File: src/rtl/f40_pkg.sv
// Shared types and constants for the format40 rectangle delta decoder.
package f40_pkg;

    localparam int COL_W      = 12;   // column counter and width registers
    localparam int WEFF_W     = 13;   // effective width, up to 4096
    localparam int RUN_W      = 15;   // run length counter
    localparam int TOTAL_W    = 16;   // column plus skip length
    localparam int OUT_ADDR_W = 20;   // address field of a result

    localparam logic [WEFF_W-1:0] FULL_WIDTH_COLS = 13'd4096;

    // Request kinds
    localparam logic [1:0] REQ_BYTE    = 2'd0;
    localparam logic [1:0] REQ_ADVANCE = 2'd1;
    localparam logic [1:0] REQ_RESTART = 2'd2;
    localparam logic [1:0] REQ_INVALID = 2'd3;

    // What the decoder expects next
    localparam logic [1:0] WANT_BYTE    = 2'd0;
    localparam logic [1:0] WANT_ADVANCE = 2'd1;
    localparam logic [1:0] WANT_DONE    = 2'd2;

    // Configuration register indices
    localparam logic [1:0] CFG_RECT_WIDTH = 2'd0;
    localparam logic [1:0] CFG_ROW_PITCH  = 2'd1;
    localparam logic [1:0] CFG_WRITE_MODE = 2'd2;

    // Command codes
    localparam logic [7:0]  CMD_FILL     = 8'h00;
    localparam logic [7:0]  CMD_LONG     = 8'h80;
    localparam logic [15:0] LONG_END     = 16'h0000;
    localparam int          LONG_RUN_BIT = 15;
    localparam int          LONG_FILL_BIT = 14;

    typedef struct packed {
        logic                  write_valid;
        logic [OUT_ADDR_W-1:0] write_address;
        logic [7:0]            write_data;
        logic                  write_is_xor;
        logic [1:0]            next_wanted;
        logic                  kind_error;
    } t_result;

endpackage

File: src/rtl/f40_div.sv
// Radix-2 restoring divider that splits a skip into whole rows and a column.
module f40_div (
    input  logic                         i_clk,
    input  logic                         i_rst_n,
    input  logic                         i_start,
    input  logic [f40_pkg::TOTAL_W-1:0]  i_dividend,
    input  logic [f40_pkg::WEFF_W-1:0]   i_divisor,
    output logic                         o_done,
    output logic [f40_pkg::TOTAL_W-1:0]  o_quotient,
    output logic [f40_pkg::COL_W-1:0]    o_remainder
);

    logic                          r_busy, n_busy;
    logic                          r_done, n_done;
    logic [3:0]                    r_cnt, n_cnt;
    logic [f40_pkg::TOTAL_W-1:0]   r_work, n_work;
    logic [f40_pkg::WEFF_W-1:0]    r_rem, n_rem;
    logic [f40_pkg::WEFF_W-1:0]    r_div, n_div;
    logic [f40_pkg::WEFF_W:0]      shifted;
    logic [f40_pkg::WEFF_W:0]      diff;
    logic                          fits;

    // one quotient bit a cycle
    assign shifted = {r_rem, r_work[f40_pkg::TOTAL_W-1]};
    assign diff    = shifted - {1'b0, r_div};
    assign fits    = shifted >= {1'b0, r_div};

    always_comb begin
        n_busy = r_busy;
        n_done = 1'b0;
        n_cnt  = r_cnt;
        n_work = r_work;
        n_rem  = r_rem;
        n_div  = r_div;
        if (i_start) begin
            n_busy = 1'b1;
            n_cnt  = 4'd15;
            n_work = i_dividend;
            n_rem  = '0;
            n_div  = i_divisor;
        end else if (r_busy) begin
            n_rem  = fits ? diff[f40_pkg::WEFF_W-1:0] : shifted[f40_pkg::WEFF_W-1:0];
            n_work = {r_work[f40_pkg::TOTAL_W-2:0], fits};
            n_cnt  = r_cnt - 4'd1;
            if (r_cnt == 4'd0) begin
                n_busy = 1'b0;
                n_done = 1'b1;
            end
        end
    end

    always_ff @(posedge i_clk) begin
        if (!i_rst_n) begin
            r_busy <= 1'b0;
            r_done <= 1'b0;
            r_cnt  <= '0;
            r_work <= '0;
            r_rem  <= '0;
            r_div  <= '0;
        end else begin
            r_busy <= n_busy;
            r_done <= n_done;
            r_cnt  <= n_cnt;
            r_work <= n_work;
            r_rem  <= n_rem;
            r_div  <= n_div;
        end
    end

    assign o_done      = r_done;
    assign o_quotient  = r_work;
    // remainder is below the divisor, so at most 4095
    assign o_remainder = r_rem[f40_pkg::COL_W-1:0];

endmodule

File: src/rtl/format40_rect_delta_decoder.sv
// Format40 delta decoder: turns a stream of encoded bytes into pixel writes in a rectangle.
//
// Each request carries an encoded byte, an advance (one pixel of a pending fill) or a
// restart, and yields exactly one result: an optional pixel write with its byte address,
// the kind of request expected next and a wrong-kind flag. One request is in flight at a
// time: a byte or advance request is decoded on acceptance, then its result is handed to
// the output register once that is free. A skip command first goes through the shared
// restoring divider, which splits column plus skip length into whole rows and a new
// column, then through a row multiply step and an address add step.
// The output register lets the next request be taken while a result still waits there.
// Configuration writes are always ready and must only be issued while the block is idle.
// Addresses wrap at ADDR_BITS bits; the result shows the low 20 bits.
module format40_rect_delta_decoder #(
    parameter int ADDR_BITS = 20
) (
    input  logic        i_clk,
    input  logic        i_rst_n,
    // request channel
    input  logic        i_in_valid,
    output logic        o_in_stall,
    input  logic [1:0]  i_req_type,
    input  logic [7:0]  i_src_byte,
    // configuration channel
    input  logic        i_cfg_valid,
    output logic        o_cfg_ready,
    input  logic [1:0]  i_cfg_index,
    input  logic [11:0] i_cfg_data,
    // result channel
    output logic        o_out_valid,
    input  logic        i_out_stall,
    output logic        o_write_valid,
    output logic [19:0] o_write_address,
    output logic [7:0]  o_write_data,
    output logic        o_write_is_xor,
    output logic [1:0]  o_next_wanted,
    output logic        o_kind_error
);

    localparam int AW_EXT = (ADDR_BITS > f40_pkg::OUT_ADDR_W) ? ADDR_BITS
                                                              : f40_pkg::OUT_ADDR_W;
    localparam int PROD_W = f40_pkg::TOTAL_W + ADDR_BITS;

    typedef enum logic [2:0] {
        PH_CMD, PH_FILL_COUNT, PH_FILL_VALUE, PH_LITERAL,
        PH_LONG_LO, PH_LONG_HI, PH_FILL_RUN, PH_DONE
    } t_phase;

    typedef enum logic [2:0] {
        ST_IDLE, ST_DIV, ST_MUL, ST_ADD, ST_DONE
    } t_seq;

    t_seq                          r_seq, n_seq;
    t_phase                        r_phase, n_phase;
    logic [f40_pkg::RUN_W-1:0]     r_run_left, n_run_left;
    logic [7:0]                    r_fill_value, n_fill_value;
    logic [7:0]                    r_long_low, n_long_low;
    logic [f40_pkg::COL_W-1:0]     r_column, n_column;
    logic [ADDR_BITS-1:0]          r_dest, n_dest;
    logic [f40_pkg::RUN_W-1:0]     r_skip_n, n_skip_n;
    logic [ADDR_BITS-1:0]          r_prod, n_prod;
    logic [f40_pkg::COL_W-1:0]     r_rect_width, n_rect_width;
    logic [f40_pkg::COL_W-1:0]     r_row_pitch, n_row_pitch;
    logic                          r_write_mode, n_write_mode;
    f40_pkg::t_result              r_res, n_res;
    f40_pkg::t_result              r_out, n_out;
    logic                          r_out_valid, n_out_valid;

    logic                          in_acc;
    logic                          out_free;
    logic [1:0]                    want;
    logic [f40_pkg::WEFF_W-1:0]    w_eff;
    logic [ADDR_BITS-1:0]          step;
    logic                          pix_wrap;
    logic [f40_pkg::COL_W-1:0]     pix_column;
    logic [ADDR_BITS-1:0]          pix_dest;
    logic [AW_EXT-1:0]             dest_ext;
    logic [15:0]                   long_val;
    logic                          skip_go;
    logic [f40_pkg::RUN_W-1:0]     skip_len;
    logic [f40_pkg::RUN_W-1:0]     run_dec;
    logic                          div_done;
    logic [f40_pkg::TOTAL_W-1:0]   div_quot;
    logic [f40_pkg::COL_W-1:0]     div_rem;
    logic [f40_pkg::TOTAL_W-1:0]   skip_total;
    logic [PROD_W-1:0]             prod_full;

    // width zero stands for 4096 columns
    assign w_eff = (r_rect_width == '0) ? f40_pkg::FULL_WIDTH_COLS
                                        : {1'b0, r_rect_width};
    // gap from the end of one rectangle row to the start of the next, wrapping
    assign step  = ADDR_BITS'(r_row_pitch) - ADDR_BITS'(w_eff);

    // address and column after one pixel
    assign pix_wrap   = ({1'b0, r_column} + 13'd1) >= w_eff;
    assign pix_column = pix_wrap ? '0 : r_column + 12'd1;
    assign pix_dest   = r_dest + ADDR_BITS'(1) + (pix_wrap ? step : '0);
    assign dest_ext   = AW_EXT'(r_dest);

    assign long_val = {i_src_byte, r_long_low};
    assign run_dec  = r_run_left - 15'd1;

    assign want = (r_phase == PH_DONE)     ? f40_pkg::WANT_DONE :
                  (r_phase == PH_FILL_RUN) ? f40_pkg::WANT_ADVANCE : f40_pkg::WANT_BYTE;

    assign o_in_stall  = (r_seq != ST_IDLE);
    assign o_cfg_ready = 1'b1;
    assign in_acc      = i_in_valid && (r_seq == ST_IDLE);
    assign out_free    = !r_out_valid || !i_out_stall;

    assign skip_total = f40_pkg::TOTAL_W'(r_column) + f40_pkg::TOTAL_W'(skip_len);

    f40_div u_div (
        .i_clk       (i_clk),
        .i_rst_n     (i_rst_n),
        .i_start     (in_acc && skip_go),
        .i_dividend  (skip_total),
        .i_divisor   (w_eff),
        .o_done      (div_done),
        .o_quotient  (div_quot),
        .o_remainder (div_rem)
    );

    // whole rows crossed times row step; only the low address bits matter
    assign prod_full = {{ADDR_BITS{1'b0}}, div_quot} * {{f40_pkg::TOTAL_W{1'b0}}, step};

    always_comb begin
        n_seq        = r_seq;
        n_phase      = r_phase;
        n_run_left   = r_run_left;
        n_fill_value = r_fill_value;
        n_long_low   = r_long_low;
        n_column     = r_column;
        n_dest       = r_dest;
        n_skip_n     = r_skip_n;
        n_prod       = r_prod;
        n_rect_width = r_rect_width;
        n_row_pitch  = r_row_pitch;
        n_write_mode = r_write_mode;
        n_res        = r_res;
        n_out        = r_out;
        n_out_valid  = r_out_valid;
        skip_go      = 1'b0;
        skip_len     = '0;

        // configuration, taken whenever offered
        if (i_cfg_valid) begin
            case (i_cfg_index)
                f40_pkg::CFG_RECT_WIDTH: n_rect_width = i_cfg_data;
                f40_pkg::CFG_ROW_PITCH:  n_row_pitch  = i_cfg_data;
                f40_pkg::CFG_WRITE_MODE: n_write_mode = i_cfg_data[0];
                default: ;
            endcase
        end

        // drop a result once taken
        if (r_out_valid && !i_out_stall) begin
            n_out_valid = 1'b0;
        end

        case (r_seq)
            ST_IDLE: begin
                if (in_acc) begin
                    n_res = '0;
                    if (i_req_type == f40_pkg::REQ_RESTART) begin
                        n_phase      = PH_CMD;
                        n_run_left   = '0;
                        n_fill_value = '0;
                        n_long_low   = '0;
                        n_column     = '0;
                        n_dest       = '0;
                    end else if (i_req_type == f40_pkg::REQ_INVALID || i_req_type != want) begin
                        n_res.kind_error = 1'b1;
                    end else if (i_req_type == f40_pkg::REQ_ADVANCE) begin
                        n_res.write_valid   = 1'b1;
                        n_res.write_address = dest_ext[f40_pkg::OUT_ADDR_W-1:0];
                        n_res.write_data    = r_fill_value;
                        n_res.write_is_xor  = !r_write_mode;
                        n_column            = pix_column;
                        n_dest              = pix_dest;
                        n_run_left          = run_dec;
                        if (run_dec == '0) begin
                            n_phase = PH_CMD;
                        end
                    end else begin
                        case (r_phase)
                            PH_CMD: begin
                                if (i_src_byte == f40_pkg::CMD_FILL) begin
                                    n_phase = PH_FILL_COUNT;
                                end else if (!i_src_byte[7]) begin
                                    n_run_left = f40_pkg::RUN_W'(i_src_byte);
                                    n_phase    = PH_LITERAL;
                                end else if (i_src_byte != f40_pkg::CMD_LONG) begin
                                    skip_go  = 1'b1;
                                    skip_len = f40_pkg::RUN_W'(i_src_byte[6:0]);
                                end else begin
                                    n_phase = PH_LONG_LO;
                                end
                            end
                            PH_FILL_COUNT: begin
                                n_run_left = f40_pkg::RUN_W'(i_src_byte);
                                n_phase    = PH_FILL_VALUE;
                            end
                            PH_FILL_VALUE: begin
                                n_fill_value = i_src_byte;
                                n_phase      = (r_run_left == '0) ? PH_CMD : PH_FILL_RUN;
                            end
                            PH_LITERAL: begin
                                n_res.write_valid   = 1'b1;
                                n_res.write_address = dest_ext[f40_pkg::OUT_ADDR_W-1:0];
                                n_res.write_data    = i_src_byte;
                                n_res.write_is_xor  = !r_write_mode;
                                n_column            = pix_column;
                                n_dest              = pix_dest;
                                n_run_left          = run_dec;
                                if (run_dec == '0) begin
                                    n_phase = PH_CMD;
                                end
                            end
                            PH_LONG_LO: begin
                                n_long_low = i_src_byte;
                                n_phase    = PH_LONG_HI;
                            end
                            PH_LONG_HI: begin
                                if (long_val == f40_pkg::LONG_END) begin
                                    n_phase = PH_DONE;
                                end else if (!long_val[f40_pkg::LONG_RUN_BIT]) begin
                                    skip_go  = 1'b1;
                                    skip_len = long_val[f40_pkg::RUN_W-1:0];
                                    n_phase  = PH_CMD;
                                end else begin
                                    n_run_left = {1'b0, long_val[13:0]};
                                    if (long_val[f40_pkg::LONG_FILL_BIT]) begin
                                        n_phase = PH_FILL_VALUE;
                                    end else begin
                                        // an empty literal goes straight back to commands
                                        n_phase = (long_val[13:0] == '0) ? PH_CMD : PH_LITERAL;
                                    end
                                end
                            end
                            default: ;
                        endcase
                    end
                    n_res.next_wanted = (n_phase == PH_DONE)     ? f40_pkg::WANT_DONE :
                                        (n_phase == PH_FILL_RUN) ? f40_pkg::WANT_ADVANCE
                                                                 : f40_pkg::WANT_BYTE;
                    n_skip_n = skip_len;
                    n_seq    = skip_go ? ST_DIV : ST_DONE;
                end
            end
            ST_DIV: begin
                // hold until the divider has the row count and new column
                if (div_done) begin
                    n_column = div_rem;
                    n_seq    = ST_MUL;
                end
            end
            ST_MUL: begin
                n_prod = prod_full[ADDR_BITS-1:0];
                n_seq  = ST_ADD;
            end
            ST_ADD: begin
                n_dest = r_dest + ADDR_BITS'(r_skip_n) + r_prod;
                n_seq  = ST_DONE;
            end
            ST_DONE: begin
                // advance the result into the output register once it is free
                if (out_free) begin
                    n_out       = r_res;
                    n_out_valid = 1'b1;
                    n_seq       = ST_IDLE;
                end
            end
            default: n_seq = ST_IDLE;
        endcase
    end

    always_ff @(posedge i_clk) begin
        if (!i_rst_n) begin
            r_seq        <= ST_IDLE;
            r_phase      <= PH_CMD;
            r_run_left   <= '0;
            r_fill_value <= '0;
            r_long_low   <= '0;
            r_column     <= '0;
            r_dest       <= '0;
            r_skip_n     <= '0;
            r_prod       <= '0;
            r_rect_width <= 12'd320;
            r_row_pitch  <= 12'd320;
            r_write_mode <= 1'b0;
            r_res        <= '0;
            r_out        <= '0;
            r_out_valid  <= 1'b0;
        end else begin
            r_seq        <= n_seq;
            r_phase      <= n_phase;
            r_run_left   <= n_run_left;
            r_fill_value <= n_fill_value;
            r_long_low   <= n_long_low;
            r_column     <= n_column;
            r_dest       <= n_dest;
            r_skip_n     <= n_skip_n;
            r_prod       <= n_prod;
            r_rect_width <= n_rect_width;
            r_row_pitch  <= n_row_pitch;
            r_write_mode <= n_write_mode;
            r_res        <= n_res;
            r_out        <= n_out;
            r_out_valid  <= n_out_valid;
        end
    end

    assign o_out_valid     = r_out_valid;
    assign o_write_valid   = r_out.write_valid;
    assign o_write_address = r_out.write_address;
    assign o_write_data    = r_out.write_data;
    assign o_write_is_xor  = r_out.write_is_xor;
    assign o_next_wanted   = r_out.next_wanted;
    assign o_kind_error    = r_out.kind_error;

endmodule

File: config.mk
export PLATFORM = sky130hd
export DESIGN_NAME = format40_rect_delta_decoder
export DESIGN_NICKNAME = d
export VERILOG_FILES = /design/src/rtl/f40_pkg.sv /design/src/rtl/f40_div.sv /design/src/rtl/format40_rect_delta_decoder.sv
export SDC_FILE = /design/constraint.sdc
export NUM_CORES = 1
export LEC_CHECK = 0
export BUFFER_PORTS_ARGS = -buffer_cell sky130_fd_sc_hd__clkbuf_2
export CORE_MARGIN = 4
export CORE_UTILIZATION = 45
export CTS_CLUSTER_SIZE = 24
export DETAILED_ROUTE_END_ITERATION = 16
export SYNTH_ARGS = -nofsm -noshare
export SYNTH_HDL_FRONTEND = slang
export SYNTH_SLANG_ARGS = --single-unit
File: constraint.sdc
create_clock -name i_clk -period 8.75 [get_ports i_clk]
set_input_delay 0.4375 -clock i_clk [delete_from_list [all_inputs] [get_ports i_clk]]
set_output_delay 0.4375 -clock i_clk [all_outputs]
set_load 0.02 [all_outputs]
==> flow_summary.ini, run 1 <==
[placed_design]
gp_congestion = 0.8772
dpl_worst_slack_ns = 0.5033
dp_hpwl_microns = 40880
dpl.cell_count = 3072
place_area_sq_um = 21030
port_buffers = 63

[floorplan]
start_util_pct = 45.64
ios = 65
coreArea_sq_um = 44320
die_w_microns = 220.0
die_h_microns = 220.0
die_area_sq_um = 48400
rows = 77

[route]
top_layer = met4
drt-total-wl_microns = 54230
wl_met3_microns = 2590
drc = 0
initialDrtViolationCount = 1023
route.met2.wl_microns = 25870
viasPerCell = 5.487
ant_nets = 0
first_pass_iters = 5
vias = 17150
wl_met1_microns = 24270
detail_route.wl_per_cell_microns = 17.35

[sta]
hold_viol = 0
hold_slack_ns = 0.1175
rsz0062_at_grt = no
max_slew_margin_pct = 21.08
fin_tns_setup_ns = 0
fin_skew_ns = 0.02365
tightestPinTransition_ns = 1.181
fmax_ghz = 0.1234
setup_viol = 0
layout_setup_ws_ns = 0.6490
drv_slew = 0
min_period_over_period_pct = 92.58
period_needed_ns = 8.101

[layout]
diodes = 0
fin_cells = 3125
most-common-layout-cells = 331 x nand2_1, 264 x inv_1, 243 x dfxtp_1, 239 x nor2_1, 217 x a21oi_1
final_util_pct = 49.70
stdcell_area_sq_um = 22030
fin_nets = 2846
area_growth_syn_to_layout_pct = 8.909
final_common_cell = nand2_1
final_layout_size_suffix_gt1_share_pct = 6.948

[setup_path]
path_class = register to register
critical-path-top-delay-family = adder cells
crit_path_frequent_cell = xnor2_1
cp.arrival_ns = 8.56
crit_buf_inv = 4
cp_slowest_cell = xor2_1
critical_path.max_fanout = 13
cp_data_required_time_ns = 9.21
setup.worst_path.end_class = register
slowest_delay_ns = 0.90
start_kind = register

[run]
cap_violations = 0

[hold_path]
hp-class = primary input to register

[synth]
syn_avg_cell_area_sq_um = 8.032
synthDistinctLibCells = 78
yosys_warnings = 0
syn_inst = 2518
synthesis.nets = 2853
syn_area_sq_um = 20220
async_flop_share_pct = 0
synth_seq_cells = 244
synth_top_flop_cell = dfxtp_1
yosysSeqAreaShare_pct = 24.15
synth-edff-count = 0

[clock_network]
root_buffer = clkbuf_16
ctsHoldBuffers = 0
cts_buffers = 29
insertion_delay_ns = 0.58
cts_tree = built
ctsHtreeMaxLevel = 1
clkTransAtPathRegs_ns = 0.06
clock_path_buffers = 3
cts_num_sinks = 244

[grt]
grt_pass1_wl_microns = 88440
grt_overflow = 0
grt_pass1_vias = 17120
antenna_found_initial = 0
grt_usage_pct = 22.44
grt_max_degree = 130

[power_and_ir_drop]
vdd_drop_max_uv = 141.6
leakagePower_nw = 9.154
power.total_mw = 2.967
powerDensity_nw_per_um2 = 134.7

[outcome]
status = finished, final reports clean
[cell type report]
class	count	area, sq um
Sequential cell	244	4886
Inverter	267	1007
Clock buffer	39	833.3
Clock inverter	14	145.1
Tap cell	592	740.7
Multi-Input combinational cell	1878	13890
Fill cell	4367	22290
Timing Repair Buffer	91	525.5
[logic make-up (layout without fill, tap and decap cells)]
family                     after synthesis  in the layout  share of synthesized area, %
and+or+nand+nor                        872            872                         19.86
AOI/OAI and AO/OA                      539            539                         16.57
buffers and inverters                  396            411                         7.387
adders and majority gates              307            307                         24.70
DFF                                    244            244                         24.15
xor gates and xnor gates               108            108                         4.745
muxes                                   51             51                         2.567
other                                    1              1                       0.01854
[timing repair]
action                                  CTS  global route
setup buffers                             0             0
endpoints found under the setup margin    0             1
gates resized for setup                   0             2
[flip-flops by register name, summed over array words and instances (netlist names), 2 cells and up]
name	cells
r_run_left	15
u_div.o_quotient	16
r_prod	20
dest_ext	20
u_div.r_cnt	4
r_skip_n	15
u_div.r_rem	13
u_div.r_div	13
r_row_pitch	12
r_seq	3
r_long_low	8
r_phase	3
r_rect_width	12
r_fill_value	8
o_write_data	8
o_write_address	20
r_res	33
o_next_wanted	2
r_column	12
[Yosys cell counts, types with 7 or more instances]
cell        n  area [sq um]
nand3_1    25         125.1
and3_1     17         106.4
o31ai_1     7         52.55
ha_1      152          1902
dfxtp_1   244          4885
and2_1     62         387.9
a21oi_1   218          1091
fa_1      154          3083
clkbuf_1  122         457.9
o21a_1     22         165.2
mux2_2      7         78.83
nand4_1     9         56.30
a21boi_1   15         112.6
o21ai_0    38         190.2
inv_1     264         991.0
a22oi_1    55         412.9
nor3_1     39         195.2
nand2_1   332          1246
nand2b_1   26         162.7
mux2i_1    44         440.4
nor4_1     14         87.58
a21o_1     16         120.1
o21ai_1    46         230.2
a211oi_1   35         262.8
o22ai_1     7         43.79
xnor2_1    76         665.6
or3_1      12         75.07
o21bai_1   10         75.07
o32ai_1     8         70.07
o211ai_1   11         82.58
nor2_1    239         897.1
a31oi_1     8         50.05
nor2b_1    62         387.9
xor2_1     31         271.5
[tightest hold or removal path: cells and delay by family]
| kind | cells | cell delay (ns) |
|---|---|---|
| buffers and inverters | 1 | 0.10 |
| and+or+nand+nor | 1 | 0.05 |
| AOI/OAI and AO/OA | 1 | 0.05 |
[routing by layer]
metal	track usage, %	vias up
met1	30.01	8314
met5	0	-
met3	2.579	95
met4	6.301	0
li1	-	8363
met2	38.48	374
[where the power goes]
part	switching [mW]	internal (mW)	total, mW
clock	0.504	0.729	1.23
combinational	0.365	0.204	0.569
sequential	0.0340	1.13	1.17
[path summary, 6_finish.rpt]
check | startpoint | to | slack (ns) | depth (start not counted)
hold / removal | i_cfg_data[4] | r_row_pitch[4]$_SDFFE_PN0P_ | 0.12 | 3
hold reg to reg | o_write_data[4]$_SDFFE_PN0P_ | o_write_data[4]$_SDFFE_PN0P_ | 0.45 | 2
setup reg to reg | r_row_pitch[0]$_SDFFE_PN0P_ | r_prod[19]$_SDFFE_PN0P_ | 0.65 | 30
setup / recovery | r_row_pitch[0]$_SDFFE_PN0P_ | r_prod[19]$_SDFFE_PN0P_ | 0.65 | 30
(Power assumes the default switching activity.)
==> run 2: changes to the inputs <==
ABC_AREA = 1   (was default)
PLACE_DENSITY_LB_ADDON = 0.1   (was default)
==> run 2 against run 1 <==
Net effect: worst setup slack better by 0.83 ns; flip-flop and latch count unchanged; clock-buffer cell count shrank 5; synthesized cell count rose by 16%; area after synthesis up 2.9%; critical path type unchanged; critical endpoint is now r_prod[18]$_SDFFE_PN0P_.
==> flow_summary.ini, run 2 <==
[setup_path]
critical_path.max_fanout = 8
start_kind = register
cp_data_required_time_ns = 9.21
crit_buf_inv = 7
critical-path-top-delay-family = adder cells
crit_start = r_row_pitch[0]$_SDFFE_PN0P_
setup.worst_path.end_class = register
slowest_delay_ns = 0.55
r2r_start = r_row_pitch[0]$_SDFFE_PN0P_
cp_slowest_cell = fa_1
path_class = register to register
cp.arrival_ns = 7.73

[synth]
async_flop_share_pct = 0
synth_top_area_share_pct = 23.47
synthesis.nets = 3249
synth_most_common_cell = nand2_1
synth_seq_cells = 244
yosys.area.top_type = dfxtp_1
yosys_warnings = 0
syn_avg_cell_area_sq_um = 7.142
syn_area_sq_um = 20810
ys_top_cells_by_count = 534 x nand2_1, 479 x inv_1, 300 x a21oi_1, 270 x nor2_1, 244 x dfxtp_1
synth.area.top_cells = dfxtp_1 23%, fa_1 15%, nand2_1 9.6%
synth_top_flop_cell = dfxtp_1
yosysSeqAreaShare_pct = 23.47
syn_inst = 2914
synth-edff-count = 0
synthDistinctLibCells = 61

[layout]
fin_nets = 3254
most-common-layout-cells = 534 x nand2_1, 479 x inv_1, 300 x a21oi_1, 270 x nor2_1, 244 x dfxtp_1
diodes = 0
area_growth_syn_to_layout_pct = 8.327
largest_register = r_res
largest_reg_flops = 33
final_common_cell = nand2_1
final_layout_size_suffix_gt1_share_pct = 5.848

[clock_network]
root_buffer = clkbuf_16
cts_resized = 0
ctsHtreeMaxLevel = 1
insertion_delay_ns = 0.58
cts_tree = built
clock_path_buffers = 3
clkTransAtPathRegs_ns = 0.06
cts_num_sinks = 244
ctsHoldBuffers = 0
post-cts-setup-buffers = 0
cts_buffers = 29

[floorplan]
die_h_microns = 223.1
die_area_sq_um = 49750
coreArea_sq_um = 45580
ios = 65
start_util_pct = 45.66
die_w_microns = 223.1
rows = 78

[power_and_ir_drop]
leakagePower_nw = 10.50
power.total_mw = 3.214
vdd_drop_max_uv = 141.9
powerDensity_nw_per_um2 = 142.6

[sta]
hold_viol = 0
period_needed_ns = 7.269
max_slew_margin_pct = 26.37
fmax_ghz = 0.1376
hold_slack_ns = 0.08920
setup_viol = 0
rsz0062_at_grt = no
tightestPinTransition_ns = 1.096
drv_slew = 0
fin_skew_ns = 0.02497
min_period_over_period_pct = 83.08
fin_tns_setup_ns = 0

[route]
ant_nets = 0
viasPerCell = 5.360
vias = 18980
drc = 0
drt-total-wl_microns = 61440
first_pass_iters = 6
initialDrtViolationCount = 1465
detail_route.wl_per_cell_microns = 17.35

[placed_design]
gp_congestion = 0.9203
port_buffers = 63
dp_hpwl_microns = 49360

[grt]
grt_usage_pct = 24.24
grt_max_degree = 98
antenna_found_initial = 0
grt_overflow = 0
grt_pass1_wl_microns = 99060
grt_pass1_vias = 18590

[hold_path]
min_from = i_cfg_data[8]
hp-class = primary input to register

[run]
cap_violations = 0

[outcome]
status = finished, final reports clean
[run 2: cell types whose count changed after synthesis, moves of 43 or more]
| cell | change |
|---|---|
| a21oi_1 | +82 |
| a22oi_1 | -46 |
| and2_1 | -61 |
| clkbuf_1 | -43 |
| inv_1 | +215 |
| mux2i_1 | -44 |
| nand2_1 | +202 |
| nand3_1 | +131 |
| nor2b_1 | -62 |
| o21ai_0 | +143 |
| xnor2_1 | -44 |
[run 2: cell type report]
class                   count  area [sq um]
clock inverters            19         197.7
well taps                 600         750.7
fillers                  4592         23030
clock buffers              34         784.5
flip-flops and latches    244          4885
repair buffers             75         407.9
inverters                 503          1901
multi-input cells        2066         13620
[run 2: cells by family after synthesis]
kind of cell	synth area share, %
AOI/OAI and AO/OA	16.76
and+or+nand+nor	21.39
other	0.01802
adders and majority gates	23.95
buffers and inverters	11.14
xor gates and xnor gates	3.265
DFF	23.47
[run 2: final timing paths]
| check | cells past startpoint | end | slack, ns |
|---|---|---|---|
| worst max-delay path | 32 | r_prod[18]$_SDFFE_PN0P_ | 1.48 |
| worst min-delay path | 3 | r_row_pitch[8]$_SDFFE_PN1P_ | 0.09 |
| worst max register to register | 32 | r_prod[18]$_SDFFE_PN0P_ | 1.48 |
| worst min register to register | 2 | o_write_address[2]$_SDFFE_PN0P_ | 0.46 |
[run 2: power breakdown]
part	switching [mW]	leakage [nW]	total, mW	internal [mW]
combinational	0.548	8.03	0.781	0.233
sequential	0.0445	1.98	1.19	1.15
clock	0.506	0.492	1.24	0.733
[run 2: worst min-delay path, stage by stage]
cell and delay [ns]:
clkbuf_2 0.10, nand2_1 0.05, nand3_1 0.05
[run 2: layer usage]
metal	vias up	track usage [%]	part of all wire [%]
met3	94	3.171	4.9
li1	9433	-	-
met1	9009	33.87	47
met4	0	6.582	3.0
met5	-	0	0
met2	444	39.71	45
[run 2: stage by stage]
step,util (%),cell area (sq um),instances,worst slack [ns]
floorplan,-,20810,2914,2.202
global placement,47.31,21560,3488,1.698
detailed placement,47.31,21560,3488,1.540
CTS,49.46,22540,3541,1.512
global route,49.46,22540,3541,0.9952
finish,49.46,22540,3541,1.481
